**config.mk**
```make
export PLATFORM = sky130hd
export DESIGN_NAME = bpeg_div
export DESIGN_NICKNAME = d
export VERILOG_FILES = /design/src/bpeg_pkg.sv /design/src/bpeg_div.sv
export SDC_FILE = /design/constraint.sdc
export NUM_CORES = 1
export LEC_CHECK = 0
export ABC_AREA = 1
export BUFFER_PORTS_ARGS = -buffer_cell sky130_fd_sc_hd__buf_2
export CAP_MARGIN = 5
export CORE_MARGIN = 4
export CORE_UTILIZATION = 60
export CTS_BUF_LIST = sky130_fd_sc_hd__clkbuf_8
export DETAILED_ROUTE_END_ITERATION = 10
export GPL_TIMING_DRIVEN = 0
export PLACE_DENSITY = 0.79
export RECOVER_POWER = 100
export SYNTH_ARGS = -nofsm -noshare
export SYNTH_HDL_FRONTEND = slang
export SYNTH_SLANG_ARGS = --single-unit
```
**constraint.sdc**
```tcl
create_clock -name clk_i -period 2.6 [get_ports clk_i]
set_clock_uncertainty 0.2 [all_clocks]
set_input_delay 0.13 -clock clk_i [delete_from_list [all_inputs] [get_ports clk_i]]
set_output_delay 0.13 -clock clk_i [all_outputs]
set_load 0.02 [all_outputs]
```
**src/bpeg_pkg.sv**
```systemverilog
// Shared types and constants of the breakpoint envelope gain block.
// Used by the divider and the core under src; depends on nothing else.
`default_nettype none

package bpeg_pkg;

  // Envelope table geometry and time range.
  localparam int MaxPoints = 16;
  localparam int TimeBits  = 24;

  // Fixed field widths.
  localparam int PtTimeW   = 24;
  localparam int GainW     = 17;
  localparam int SampleW   = 16;
  localparam int SlotW     = 4;
  localparam int CountW    = 5;
  localparam int StretchW  = 32;

  // Derived widths.
  localparam int AddrW     = $clog2(MaxPoints);
  localparam int IdxW      = AddrW + 1;
  localparam int CntW      = ((IdxW > CountW) ? IdxW : CountW) + 1;
  localparam int TgtW      = PtTimeW + StretchW - 16;
  localparam int AccW      = 40;
  localparam int MultW     = AccW - 16;
  localparam int ProdW     = SampleW + MultW;
  localparam int DiffW     = GainW + 1;
  localparam int DivNumW   = GainW + 16;
  localparam int DivDenW   = TgtW;
  localparam int DivCntW   = $clog2(DivNumW + 1);
  localparam int MulAW     = StretchW + 1;
  localparam int MulBW     = PtTimeW + 1;
  localparam int MulPW     = MulAW + MulBW;

  localparam logic [PtTimeW-1:0] TimeMask =
      PtTimeW'((64'd1 << TimeBits) - 64'd1);

  // Configuration port.
  localparam int CfgAddrW = 3;
  localparam int CfgDataW = 32;
  localparam logic [CountW-1:0]   PointCountRst  = CountW'(1);
  localparam logic [StretchW-1:0] TimeStretchRst = StretchW'(65536);

  typedef enum logic [0:0] {
    REG_POINT_COUNT  = 1'b0,
    REG_TIME_STRETCH = 1'b1
  } reg_idx_e;

  typedef enum logic [0:0] {
    KIND_LOAD   = 1'b0,
    KIND_SAMPLE = 1'b1
  } item_kind_e;

  typedef enum logic [2:0] {
    ST_IDLE,
    ST_INIT,
    ST_RD_HI,
    ST_RD_LO,
    ST_DIV_SET,
    ST_DIV_WAIT,
    ST_MUL,
    ST_OUT
  } state_e;

  typedef struct packed {
    logic                      kind;
    logic [SlotW-1:0]          point_slot;
    logic [PtTimeW-1:0]        point_time;
    logic [GainW-1:0]          point_gain;
    logic signed [SampleW-1:0] sample_in;
    logic                      buffer_end;
  } in_item_t;

  typedef struct packed {
    logic signed [SampleW-1:0] sample_out;
    logic                      last_out;
    logic                      clipped;
  } out_item_t;

  typedef struct packed {
    logic [PtTimeW-1:0] ptime;
    logic [GainW-1:0]   pgain;
  } pt_entry_t;

endpackage

`default_nettype wire

```
**src/bpeg_div.sv**
```systemverilog
// Restoring unsigned divider, one quotient bit per cycle.
// Depends on bpeg_pkg for operand widths; computes the segment slope.
`default_nettype none

module bpeg_div import bpeg_pkg::*; (
  input  wire logic               clk_i,
  input  wire logic               rst_ni,
  input  wire logic               start_i,
  input  wire logic [DivNumW-1:0] dividend_i,
  input  wire logic [DivDenW-1:0] divisor_i,
  output      logic               done_o,
  output      logic [DivNumW-1:0] quotient_o
);

  logic               busy_q, busy_d;
  logic               done_q, done_d;
  logic [DivCntW-1:0] cnt_q, cnt_d;
  logic [DivDenW:0]   rem_q, rem_d;
  logic [DivNumW-1:0] quo_q, quo_d;
  logic [DivDenW-1:0] den_q, den_d;
  logic [DivDenW:0]   trial;
  logic               fits;

  // Shift the next dividend bit into the remainder and try a subtract.
  assign trial = {rem_q[DivDenW-1:0], quo_q[DivNumW-1]};
  assign fits  = trial >= {1'b0, den_q};

  always_comb begin
    busy_d = busy_q;
    done_d = 1'b0;
    cnt_d  = cnt_q;
    rem_d  = rem_q;
    quo_d  = quo_q;
    den_d  = den_q;
    if (start_i) begin
      busy_d = 1'b1;
      cnt_d  = DivCntW'(DivNumW);
      rem_d  = '0;
      quo_d  = dividend_i;
      den_d  = divisor_i;
    end else if (busy_q) begin
      rem_d = fits ? (trial - {1'b0, den_q}) : trial;
      quo_d = {quo_q[DivNumW-2:0], fits};
      cnt_d = cnt_q - DivCntW'(1);
      if (cnt_q == DivCntW'(1)) begin
        busy_d = 1'b0;
        done_d = 1'b1;
      end
    end
  end

  always_ff @(posedge clk_i or negedge rst_ni) begin
    if (!rst_ni) begin
      busy_q <= 1'b0;
      done_q <= 1'b0;
      cnt_q  <= '0;
    end else begin
      busy_q <= busy_d;
      done_q <= done_d;
      cnt_q  <= cnt_d;
    end
  end

  always_ff @(posedge clk_i) begin
    rem_q <= rem_d;
    quo_q <= quo_d;
    den_q <= den_d;
  end

  assign done_o     = done_q;
  assign quotient_o = quo_q;

`ifndef ASSERT_OFF
  a_start_idle: assert property (@(posedge clk_i) disable iff (!rst_ni)
    start_i |-> !busy_q)
    else $error("divider restarted while busy");
  a_done_idle: assert property (@(posedge clk_i) disable iff (!rst_ni)
    done_q |-> !busy_q)
    else $error("divider done while still busy");
  a_busy_count: assert property (@(posedge clk_i) disable iff (!rst_ni)
    busy_q |-> cnt_q != '0)
    else $error("divider busy with no steps left");
`endif

endmodule

`default_nettype wire

```
==> reports/metrics.cfg <==
[run_status]
status = finished clean

[placement]
post-place-ws_ns = -0.7215
io_buffers = 109
gp_congestion = 0.9910
hpwl_um = 17220
dp_cells = 1491
dpl_cell_area_sq_mm = 0.008989

[power_and_ir_drop]
p_per_area_mw_per_mm2 = 1011
leakage_nw = 5.441
peakVddDrop_mv = 0.5716

[clocking]
cts_root_buf = clkbuf_8
cts_made_buffers = 17
cts_sinks = 121
clk_latency_ns = 0.48
path_clk_slew_ns = 0.10
ctsHtreeMaxLevel = 4
clockBufferDepth = 2
cts_tree = built

[critical_path]
r2r-start = quotient_o[32]
ff2ff_path_depth = 15
cp-start-kind = flip-flop
crit_type = flip-flop to flip-flop
critical_path.endpoint_type = flip-flop
r2r_end = rem_q[24]
required_ns = 2.75
crit_fanout = 3
cp_data_arrival_time_ns = 2.70
critPathLaunch = quotient_o[32]
reg2reg_slack_ns = 0.05

[min_path]
whs_path_depth = 1
hold_start = start_i
hold_end = den_q[30]
hp-class = primary input to flip-flop

[final_layout]
fin_area_sq_mm = 0.01040
postLayoutCoreUtil = 0.7788
final_cells = 1605
syn_to_final_growth_pct = 26.43
nets = 1534
final_common_cell = nand2_1
drive_gt1_frac = 0.1317
final_cell_mix = 474 x nand2_1, 217 x inv_1, 91 x nand3_1

[route]
drt_iter0_drc = 701
first_pass_iters = 7
postRouteWirelength_um = 25060
drc = 0
wire_per_inst_um = 15.61
num_vias = 8314
viasPerCell = 5.180
ant_nets = 0

[grt]
overflow = 0
track_usage = 0.3211
grt.met1_usage = 0.3874
antenna_found_initial = 1
use_met2 = 0.5558
grt_pass1_vias = 8333
grt_first_pass_wirelength_um = 40410
grt_max_degree = 43
grt_use_met3 = 0.07207
top_usage_layer = met2

[floorplan]
core_sq_mm = 0.01335
start_util = 0.6160
die-height_um = 125.1
dieWidth_um = 125.1
rows = 42
io_pins = 110
dieArea_sq_mm = 0.01564

[timing]
rsz0062_at_grt = true
fmax_mhz = 392.6
relSlewSlack = 0.4659
worstMarginPinSlew_ns = 0.7982
fin_crit_sh = 0.9796
period_minus_slack_ns = 2.547
setup_ws_ns = 0.05315
setup_viol = 0
hold-worst-slack_ns = 0.1477
hold_viol = 0
finalMaxSlewViolations = 0

[synthesis]
synth-edff-count = 73
synth_warnings = 0
syn_avg_cell_area_sq_um = 6.817
synth_cells = 1206
syn_nets = 1325
ys_seq_elements = 121
synth_area_sq_mm = 0.008222
async_reset_ff_frac = 0.06612
post_synth_num_cell_types = 40
ys_seq_area_frac = 0.3884
synth-main-ff-cell = edfxtp_1

[run]
max_cap_violations = 0

## power breakdown
part,internal (mW),switching [mW],total [mW]
clock network,0.875,0.913,1.79
registers,2.50,0.321,2.82
logic,2.26,3.65,5.91
## layer usage
metal	share of wire	vias up	wire [um]
met4	0.034	0	844
met1	0.41	3738	10200
met2	0.48	359	12140
met5	0	-	0
li1	-	4145	-
met3	0.075	72	1875
## logic make-up after synthesis
logic type	synth area share
flops	0.3884
xor+xnor	0.02344
compound gates	0.04687
simple gates	0.3534
buf+inv	0.1216
fa+ha+maj	0.06635
## sequential cells by signal, indices dropped and copies added, names as in the netlist
signal / flops
quotient_o: 33
rem_q: 40
den_q: 40
cnt_q: 6
busy_q: 1
done_o: 1
## critical path: stages, from the launching register on
cell and delay [ns]:
edfxtp_1 0.34, inv_1 0.10, ha_1 0.25, fa_2 0.38, nor2_1 0.19, o21ai_0 0.13
nand2_1 0.16, nand2_1 0.08, nand2_2 0.16, nand2_1 0.12, nand2_1 0.07, nand2_1 0.04
nand2_1 0.05, nand2_1 0.05, nand3_1 0.06, nand2_1 0.06
## worst max-delay path by stage
stage                          to  slack, ns  cells past startpoint
global placement    quotient_o[7]      -1.54                      5
CTS                 quotient_o[0]       0.01                      9
global route            rem_q[28]      -0.09                     15
floorplan           quotient_o[0]       0.18                      4
detailed placement  quotient_o[7]      -0.72                      5
finish                  rem_q[24]       0.05                     15
## cell type report
class | count | area, sq um
Antenna cell | 1 | 2.502
Buffer | 27 | 187.7
Clock buffer | 17 | 234.0
Clock inverter | 15 | 168.9
Fill cell | 1029 | 2953
Inverter | 222 | 833.3
Multi-Input combinational cell | 836 | 4258
Sequential cell | 121 | 3193
Tap cell | 176 | 220.2
Timing Repair Buffer | 190 | 1297
## cell usage after synthesis, types with 8 or more instances
library cell | number | area [sq um]
xnor2_1 | 21 | 183.9
edfxtp_1 | 73 | 2192
nand2_1 | 491 | 1843
nor2_1 | 68 | 255.2
clkbuf_1 | 10 | 37.54
dfxtp_1 | 40 | 800.8
a21oi_1 | 28 | 140.1
nand3b_1 | 20 | 150.1
o21ai_0 | 12 | 60.06
nand3_1 | 95 | 475.5
ha_1 | 42 | 525.5
inv_1 | 216 | 810.8
dfrtp_1 | 8 | 200.2
o21ai_1 | 18 | 90.09
## timing repair
item | in CTS | in global routing
setup buffers | 0 | 6
gates resized for setup | 3 | 61
pin swaps | 0 | 6
hold buffers | 75 | 0
endpoints found under the setup margin | 45 | 75
endpoints found under the hold margin | 81 | 0
## stage by stage
step           setup TNS (ns)  total power [mW]
3_5_place_dp           -30.35             8.128
4_1_cts                     0             10.01
3_3_place_gp           -63.41             8.006
6_report                    0             10.51
5_1_grt               -0.3560             11.30
2_1_floorplan               0             6.808
Note: power is estimated with default switching activity, not from simulation.
