$ cat config.mk
export PLATFORM = sky130hd
export DESIGN_NAME = bpeg_ram
export DESIGN_NICKNAME = d
export VERILOG_FILES = /design/src/bpeg_ram.sv
export SDC_FILE = /design/constraint.sdc
export NUM_CORES = 1
export LEC_CHECK = 0
export BUFFER_PORTS_ARGS = -buffer_cell sky130_fd_sc_hd__buf_4
export CORE_MARGIN = 2
export CORE_UTILIZATION = 45
export CTS_BUF_LIST = sky130_fd_sc_hd__clkbuf_8
export DETAILED_ROUTE_END_ITERATION = 8
export PLACE_DENSITY = 0.71
export SYNTH_ARGS = -nofsm -noshare
export SYNTH_HDL_FRONTEND = slang
export SYNTH_SLANG_ARGS = --single-unit
$ cat constraint.sdc
create_clock -name clk_i -period 2 [get_ports clk_i]
set_input_delay 0.2 -clock clk_i [delete_from_list [all_inputs] [get_ports clk_i]]
set_output_delay 0.2 -clock clk_i [all_outputs]
set_load 0.01 [all_outputs]
$ cat src/bpeg_ram.sv
// Generic single-write, single-read RAM with registered read data.
// Stands alone; holds the breakpoint table of the envelope block.
`default_nettype none

module bpeg_ram #(
  parameter int Width = 8,
  parameter int Depth = 16
) (
  input  wire logic                     clk_i,
  input  wire logic                     we_i,
  input  wire logic [$clog2(Depth)-1:0] waddr_i,
  input  wire logic [Width-1:0]         wdata_i,
  input  wire logic [$clog2(Depth)-1:0] raddr_i,
  output      logic [Width-1:0]         rdata_o
);

  logic [Width-1:0] mem_q [Depth];
  logic [Width-1:0] rdata_q;

  always_ff @(posedge clk_i) begin
    if (we_i) begin
      mem_q[waddr_i] <= wdata_i;
    end
    rdata_q <= mem_q[raddr_i];
  end

  assign rdata_o = rdata_q;

endmodule

`default_nettype wire

==> out/results.txt, run 1 <==
DRT Pass-1 Iters = 4
internal power = 5.05 mW
Synth Area in Adders = 0
die width = 111 um
CTS root buf = clkbuf_8
asr flop ratio synth = 0
RSZ-0062 raised after global routing = no
number of synthesized register bits = 136
sequential share of power = 0.516
pre-CTS WS = 234 ps
Detailed Place HPWL = 5910 um
Final Cycle Share = 0.688
sw power = 1.16 mW
vias post-DR = 2357
Gate power share = 0.049
Die H = 111 um
first-pass GRT wire length = 14200 um
initial antenna violation count = 0
slowest CP cell = mux4_1
Slew Limit Fails = 0
Tmin final = 1380 ps
largest family of logic cells by synthesized area = multiplexers
min-delay worst type = input pin to register
layout cells sized above 1 = 0.312
CTS max path bufs = 2
DRT iter0 DRCs = 164
Reg-to-Reg Start = mem_q[1][3]
worst reg2reg setup slack = 620 ps
Syn Inst Count = 229
Net Sw Frac = 0.186
H-Tree Depth = 4
post-synth cell types = 19
main area contributors after synthesis = edfxtp_1 (75%), mux4_2 (7.9%), mux4_1 (7.1%), dfxtp_1 (3.1%), a22oi_1 (2.3%)
R2R cell count = 3
cts hold-fix bufs = 0
Final Hold Fails = 0
CTS tree = built
post-synth net total = 247
GRT Residual Overflow = 0
mux cell area share after synthesis = 0.150
leakage = 2.07 nW
Compound-Gate Fraction of Synth Area = 0.0233
vias in the first global route = 2487
Sink Count = 136
Slew @ Worst Pin = 755 ps
Worst Hold End = mem_q[0][5]
io pins = 26
max incr delay on CP = 520 ps
Wirelength per Cell = 20.8 um
Hold Path Depth = 1
Buffers on Ports = 25
sequence of cells on the critical path = mux4_1 -> a22oi_1 -> nand2_1
Ant. Diodes = 0
Synth top area share = 0.747
Cell Area, Synth = 5150 um^2
setup TNS = 0 ps
TritonCTS Buffers = 17
# DRC = 0
Tot GR Track Use = 0.162
post-layout power = 6.21 mW
Setup Buffers After CTS = 0
Crit Path Class = register to register
Peak Freq = 727 MHz
die area = 12300 um^2
Worst Hold Launch = wdata_i[5]
Starting Density = 0.457
Post-CTS Resized = 0
vias per cell = 5.38
Antenna Violating Nets Remaining = 0
pin count of the biggest net entering global routing = 33
Critical Path AT = 1680 ps
VDD IR max = 481 uV
setup slack after layout = 625 ps
Ys Warns = 0
synth cell count leaders = edfxtp_1 (128), mux4_2 (18), a22oi_1 (16)
CORE AREA = 11300 um^2
Crit Path Max Fanout = 1
most used flip-flop cell after synthesis = edfxtp_1
number of placement rows = 39
Worst EP required = 2310 ps
area leader, netlist = edfxtp_1
sequential fraction of the synthesis area = 0.778
Area Overhead vs Synth = 17.8%
post-synthesis simple-gate area fraction = 0.0318
power density over the cells = 1020 nW/um^2
Setup crit end kind = register
clock power share = 0.435
NumNets Final = 300
Worst Clk Skew = 12.9 ps
nature of the critical path startpoint = register
Post-synth EDFFs = 128
most frequent cell after synthesis = edfxtp_1
max-cap violations = 0
clock slew at reported path FFs = 70 ps
headroom to the max-slew limit = 0.496
xor and xnor fraction of the mapped netlist area = 0
status = finished clean
Skew-Pair Late Insertion Delay = 420 ps
Hold WS = 74.3 ps
syn_area_per_cell = 22.5 um^2
RePlAce Congestion = 0.735
final setup fails = 0
Total Routed Length = 9120 um
RR Endpoint = rdata_o[3]
==> critical path, delay by kind of cell (launching register included) <==
kind / cells / cell delay, ps
AOI/OAI and AO/OA: 1 / 300
DFF: 1 / 350
muxes: 1 / 520
and+or+nand+nor: 1 / 80
==> final cells by class <==
cell class | instances | area (um^2)
fillers | 839 | 5210
flip-flops and latches | 136 | 4000
multi-input cells | 83 | 1060
repair buffers | 44 | 330
clock inverters | 15 | 259
clock buffers | 17 | 234
well taps | 143 | 179
==> placed cells by master (no fill, tap or decap), drive strengths merged <==
master and n:
and2b 1, dfxtp 8, nand3b 2, nand2b 2, nor3 4, nand2 9, inv 3, or3b 1
a22oi 16, bufinv 7, nand3 1, clkinvlp 2, mux4 32, nor2b 1, nor2 13, edfxtp 128
buf 44, clkinv 3, clkbuf 17, and2 1
==> layer usage <==
layer	share of wire	global-route usage
met5	0	0
met4	0.0050	0.0575
met3	0.075	0.0700
met2	0.50	0.249
met1	0.42	0.210
==> how the worst max path moves through the flow <==
stage | startpoint | end | slack [ps]
6_report | mem_q[1][3] | rdata_o[3] | 620
5_1_grt | mem_q[3][7] | rdata_o[7] | 550
4_1_cts | mem_q[1][2] | rdata_o[2] | 610
2_1_floorplan | waddr_i[2] | mem_q[0][0] | 310
3_5_place_dp | raddr_i[0] | rdata_o[2] | 230
3_3_place_gp | raddr_i[0] | rdata_o[6] | 240
==> power groups by stage <==
stage	registers (mW)	clock network [mW]	logic, mW
after global routing	3.21	2.89	0.332
after CTS	3.20	2.76	0.309
final	3.20	2.70	0.302
after global placement	3.26	0	0.303
after detailed placement	3.27	0	0.309
after floorplan	3.27	0	0.162
==> cell families after synthesis <==
logic type / Yosys count
flops: 136
buf+inv: 10
compound gates: 16
simple gates: 35
mux: 32
==> state kept, by name, summed over array words and instances, names as in the netlist <==
| register | cells |
|---|---|
| mem_q | 128 |
| rdata_o | 8 |
==> metrics by stage <==
step / cells / area, um^2 / util
global route: 438 / 6060 / 0.538
CTS: 438 / 6060 / 0.538
detailed placement: 406 / 5570 / 0.494
floorplan: 229 / 5150 / -
global placement: 406 / 5570 / 0.494
finish: 438 / 6060 / 0.538
Note: power is estimated with default switching activity, not from simulation.
==> run 2: changes to the inputs <==
Settings changed: ABC_AREA set to 1, PLACE_DENSITY 0.71 to 0.73.
Clock period 2 ns to 1.1 ns, I/O delays scaled along.
==> run 2 against run 1 <==
Synthesized area up 12%. Sequential power increased by 82%. Hold slack got worse by 35 ps. Register-to-register slack worse by 530 ps. Clock power up 45%. Die area up 12%. Global-route usage up 3.9 points. Clock-buffer cell count did not move. Via count is 65% higher. Largest cell class unchanged. Largest power group unchanged.
==> out/results.txt, run 2 <==
internal power = 8.23 mW (was 5.05 mW)
Area Overhead vs Synth = 16.3% (was 17.8%)
Slew @ Worst Pin = 296 ps (was 755 ps)
headroom to the max-slew limit = 0.802 (was 0.496)
# DRC = 0 (unchanged)
largest reg by FF count = mem_q (unchanged)
RSZ-0062 raised after global routing = no (unchanged)
VDD IR max = 898 uV (was 481 uV)
die width = 117 um (was 111 um)
sequence of cells on the critical path = dlygate4sd3_1 -> buf_4 -> inv_1 -> nand3_1 -> nand2_1 (was mux4_1 -> a22oi_1 -> nand2_1)
pre-CTS WS = -35.2 ps (was 234 ps)
Buffers on Ports = 25 (unchanged)
sequential share of power = 0.554 (was 0.516)
syn_area_per_cell = 10.5 um^2 (was 22.5 um^2)
synth cell count leaders = nand2_1 (173), edfxtp_1 (128), inv_1 (100) (was edfxtp_1 (128), mux4_2 (18), a22oi_1 (16))
pin count of the biggest net entering global routing = 36 (was 33)
sw power = 2.29 mW (was 1.16 mW)
status = finished clean (unchanged)
NumNets Final = 625 (was 300)
Worst Clk Skew = 7.69 ps (was 12.9 ps)
worst reg2reg setup slack = 90 ps (was 620 ps)
sequential fraction of the synthesis area = 0.694 (was 0.778)
Net Sw Frac = 0.218 (was 0.186)
Worst EP required = 1460 ps (was 2310 ps)
Critical Path AT = 1410 ps (was 1680 ps)
TritonCTS Buffers = 17 (unchanged)
Total Routed Length = 12300 um (was 9120 um)
clock slew at reported path FFs = 70 ps (about the same)
max incr delay on CP = 540 ps (was 520 ps)
die area = 13700 um^2 (was 12300 um^2)
Skew-Pair Late Insertion Delay = 430 ps (was 420 ps)
max reg flops = 128 (unchanged)
Crit path max-delay family = buffers and inverters (was multiplexers)
number of placement rows = 41 (was 39)
Sink Count = 136 (unchanged)
RePlAce Congestion = 0.860 (was 0.735)
DRT Pass-1 Iters = 6 (was 4)
Die H = 117 um (was 111 um)
Reg-to-Reg Start = mem_q[13][0] (was mem_q[1][3])
setup slack after layout = 54.2 ps (was 625 ps)
CTS tree = built (unchanged)
Crit Path Max Fanout = 9 (was 1)
CTS max path bufs = 2 (unchanged)
clock power share = 0.371 (was 0.435)
commonest cells after routing, fill and taps aside = nand2_1 (173), edfxtp_1 (128), inv_1 (102), nand3_1 (96), buf_4 (53) (was edfxtp_1 (128), buf_4 (44), mux4_2 (18), clkbuf_8 (17), a22oi_1 (16))
vias post-DR = 3892 (was 2357)
Tot GR Track Use = 0.201 (was 0.162)
initial antenna violation count = 0 (unchanged)
main area contributors after synthesis = edfxtp_1 (67%), nand2_1 (11%), nand3_1 (8.4%), inv_1 (6.5%), dfxtp_1 (2.8%) (was edfxtp_1 (75%), mux4_2 (7.9%), mux4_1 (7.1%), dfxtp_1 (3.1%), a22oi_1 (2.3%))
CP startpoint = raddr_i[3] (was mem_q[1][3])
CORE AREA = 12600 um^2 (was 11300 um^2)
most common cell after layout, fill and taps aside = nand2_1 (was edfxtp_1)
most used flip-flop cell after synthesis = edfxtp_1 (unchanged)
final setup fails = 0 (unchanged)
Final Cycle Share = 0.951
Post-synth EDFFs = 128 (unchanged)
post-synth net total = 569 (was 247)
fin util = 0.533 (was 0.538)
DRT iter0 DRCs = 444 (was 164)
area leader, netlist = edfxtp_1 (unchanged)
Syn Inst Count = 551 (was 229)
Tmin final = 1050 ps
WP depth = 5 (was 3)
io pins = 26 (unchanged)
vias in the first global route = 3840 (was 2487)
Final Hold Fails = 0 (unchanged)
Gate power share = 0.075 (was 0.049)
leakage = 2.93 nW (was 2.07 nW)
number of synthesized register bits = 136 (unchanged)
CTS root buf = clkbuf_8 (unchanged)
Wirelength per Cell = 15.6 um (was 20.8 um)
Crit Path Class = input pin to register (was register to register)
GRT Residual Overflow = 0 (unchanged)
Peak Freq = 956 MHz
Hold Path Depth = 1 (unchanged)
Cell Area, Synth = 5770 um^2 (was 5150 um^2)
Synth top area share = 0.667 (was 0.747)
Starting Density = 0.459 (was 0.457)
most frequent cell after synthesis = nand2_1 (was edfxtp_1)
setup TNS = 0 ps (unchanged)
min-delay worst type = input pin to register (unchanged)
nature of the critical path startpoint = input pin (was register)
Detailed Place HPWL = 8040 um (was 5910 um)
slowest CP cell = dlygate4sd3_1 (was mux4_1)
Ys Warns = 0 (unchanged)
Slew Limit Fails = 0 (unchanged)
post-synth cell types = 12 (was 19)
first-pass GRT wire length = 20000 um (was 14200 um)
Antenna Violating Nets Remaining = 0 (unchanged)
Setup crit end kind = register (unchanged)
RR Endpoint = rdata_o[0] (was rdata_o[3])
power density over the cells = 1570 nW/um^2 (was 1020 nW/um^2)
worst path bufs/invs = 3 (was 0)
Ant. Diodes = 0 (unchanged)
H-Tree Depth = 4 (unchanged)
vias per cell = 4.92 (was 5.38)
worst setup path end = rdata_o[3] (unchanged)
Hold WS = 39.3 ps (was 74.3 ps)
asr flop ratio synth = 0 (unchanged)
layout cells sized above 1 = 0.139 (was 0.312)
R2R cell count = 6 (was 3)
max-cap violations = 0 (unchanged)
-- run 2: cell count changes in the layout (fill, tap and decap cells not counted), sizes merged, moves of 2 or more --
cell and delta:
buf +12, nand2 +164, bufinv -4, clkinv +5
nor3 -4, mux4 -32, inv +101, dlygate4sd3 +5
a22oi -16, nand3 +96, nand2b -2, nor2 +4
-- run 2: cells by family (layout without fill, tap and decap cells) --
kind of cell,count (synthesis),in the layout,synth area share
simple gates,289,289,0.210
flops,136,136,0.694
buf+inv,126,194,0.0952
-- run 2: timing repair --
item                                    CTS  global route
resized for setup                         1             1
endpoints found under the setup margin    1             1
hold buffers                              5             0
setup buffers                             0             0
hold endpoints to repair                 32             0
-- run 2: power by group through the flow --
stage / Sequential, mW / Clock [mW] / Combinational (mW)
final: 5.83 / 3.91 / 0.790
after floorplan: 5.95 / 0 / 0.409
after global routing: 5.83 / 4.24 / 0.877
after CTS: 5.83 / 3.98 / 0.788
after global placement: 5.94 / 0 / 0.754
after detailed placement: 5.94 / 0 / 0.768
-- run 2: worst min path at each step --
stage | startpoint | end | slack, ps
6_report | wdata_i[2] | mem_q[13][2] | 40
5_1_grt | wdata_i[0] | mem_q[2][0] | 10
4_1_cts | wdata_i[6] | mem_q[1][6] | 20
3_5_place_dp | raddr_i[3] | rdata_o[6] | 440
3_3_place_gp | raddr_i[3] | rdata_o[6] | 440
2_1_floorplan | wdata_i[0] | mem_q[0][0] | 210
-- run 2: layout make-up --
type	count	area (um^2)
Fill cell	1093	5860
Sequential cell	136	4010
Multi-Input combinational cell	289	1220
Timing Repair Buffer	61	508
Inverter	102	383
Clock buffer	17	234
Tap cell	172	215
Clock inverter	14	141
-- run 2: stage by stage --
step	power [mW]	instances	area (um^2)
floorplan	6.35	551	5770
global placement	6.69	755	6270
detailed placement	6.71	755	6270
CTS	10.6	791	6700
global route	11.0	791	6710
finish	10.5	791	6710
-- run 2: layer usage --
layer  part of all wire  global-route usage
met2               0.49               0.324
met5                  0                   0
met4              0.027              0.0878
met3              0.057              0.0551
met1               0.42               0.257
-- run 2: worst reg2reg max path, stage by stage, from the launching register on --
cell,delay [ps]
edfxtp_1,370
inv_1,70
nand2_1,70
nand3_1,110
nand3_1,110
nand3_1,100
nand2_1,70
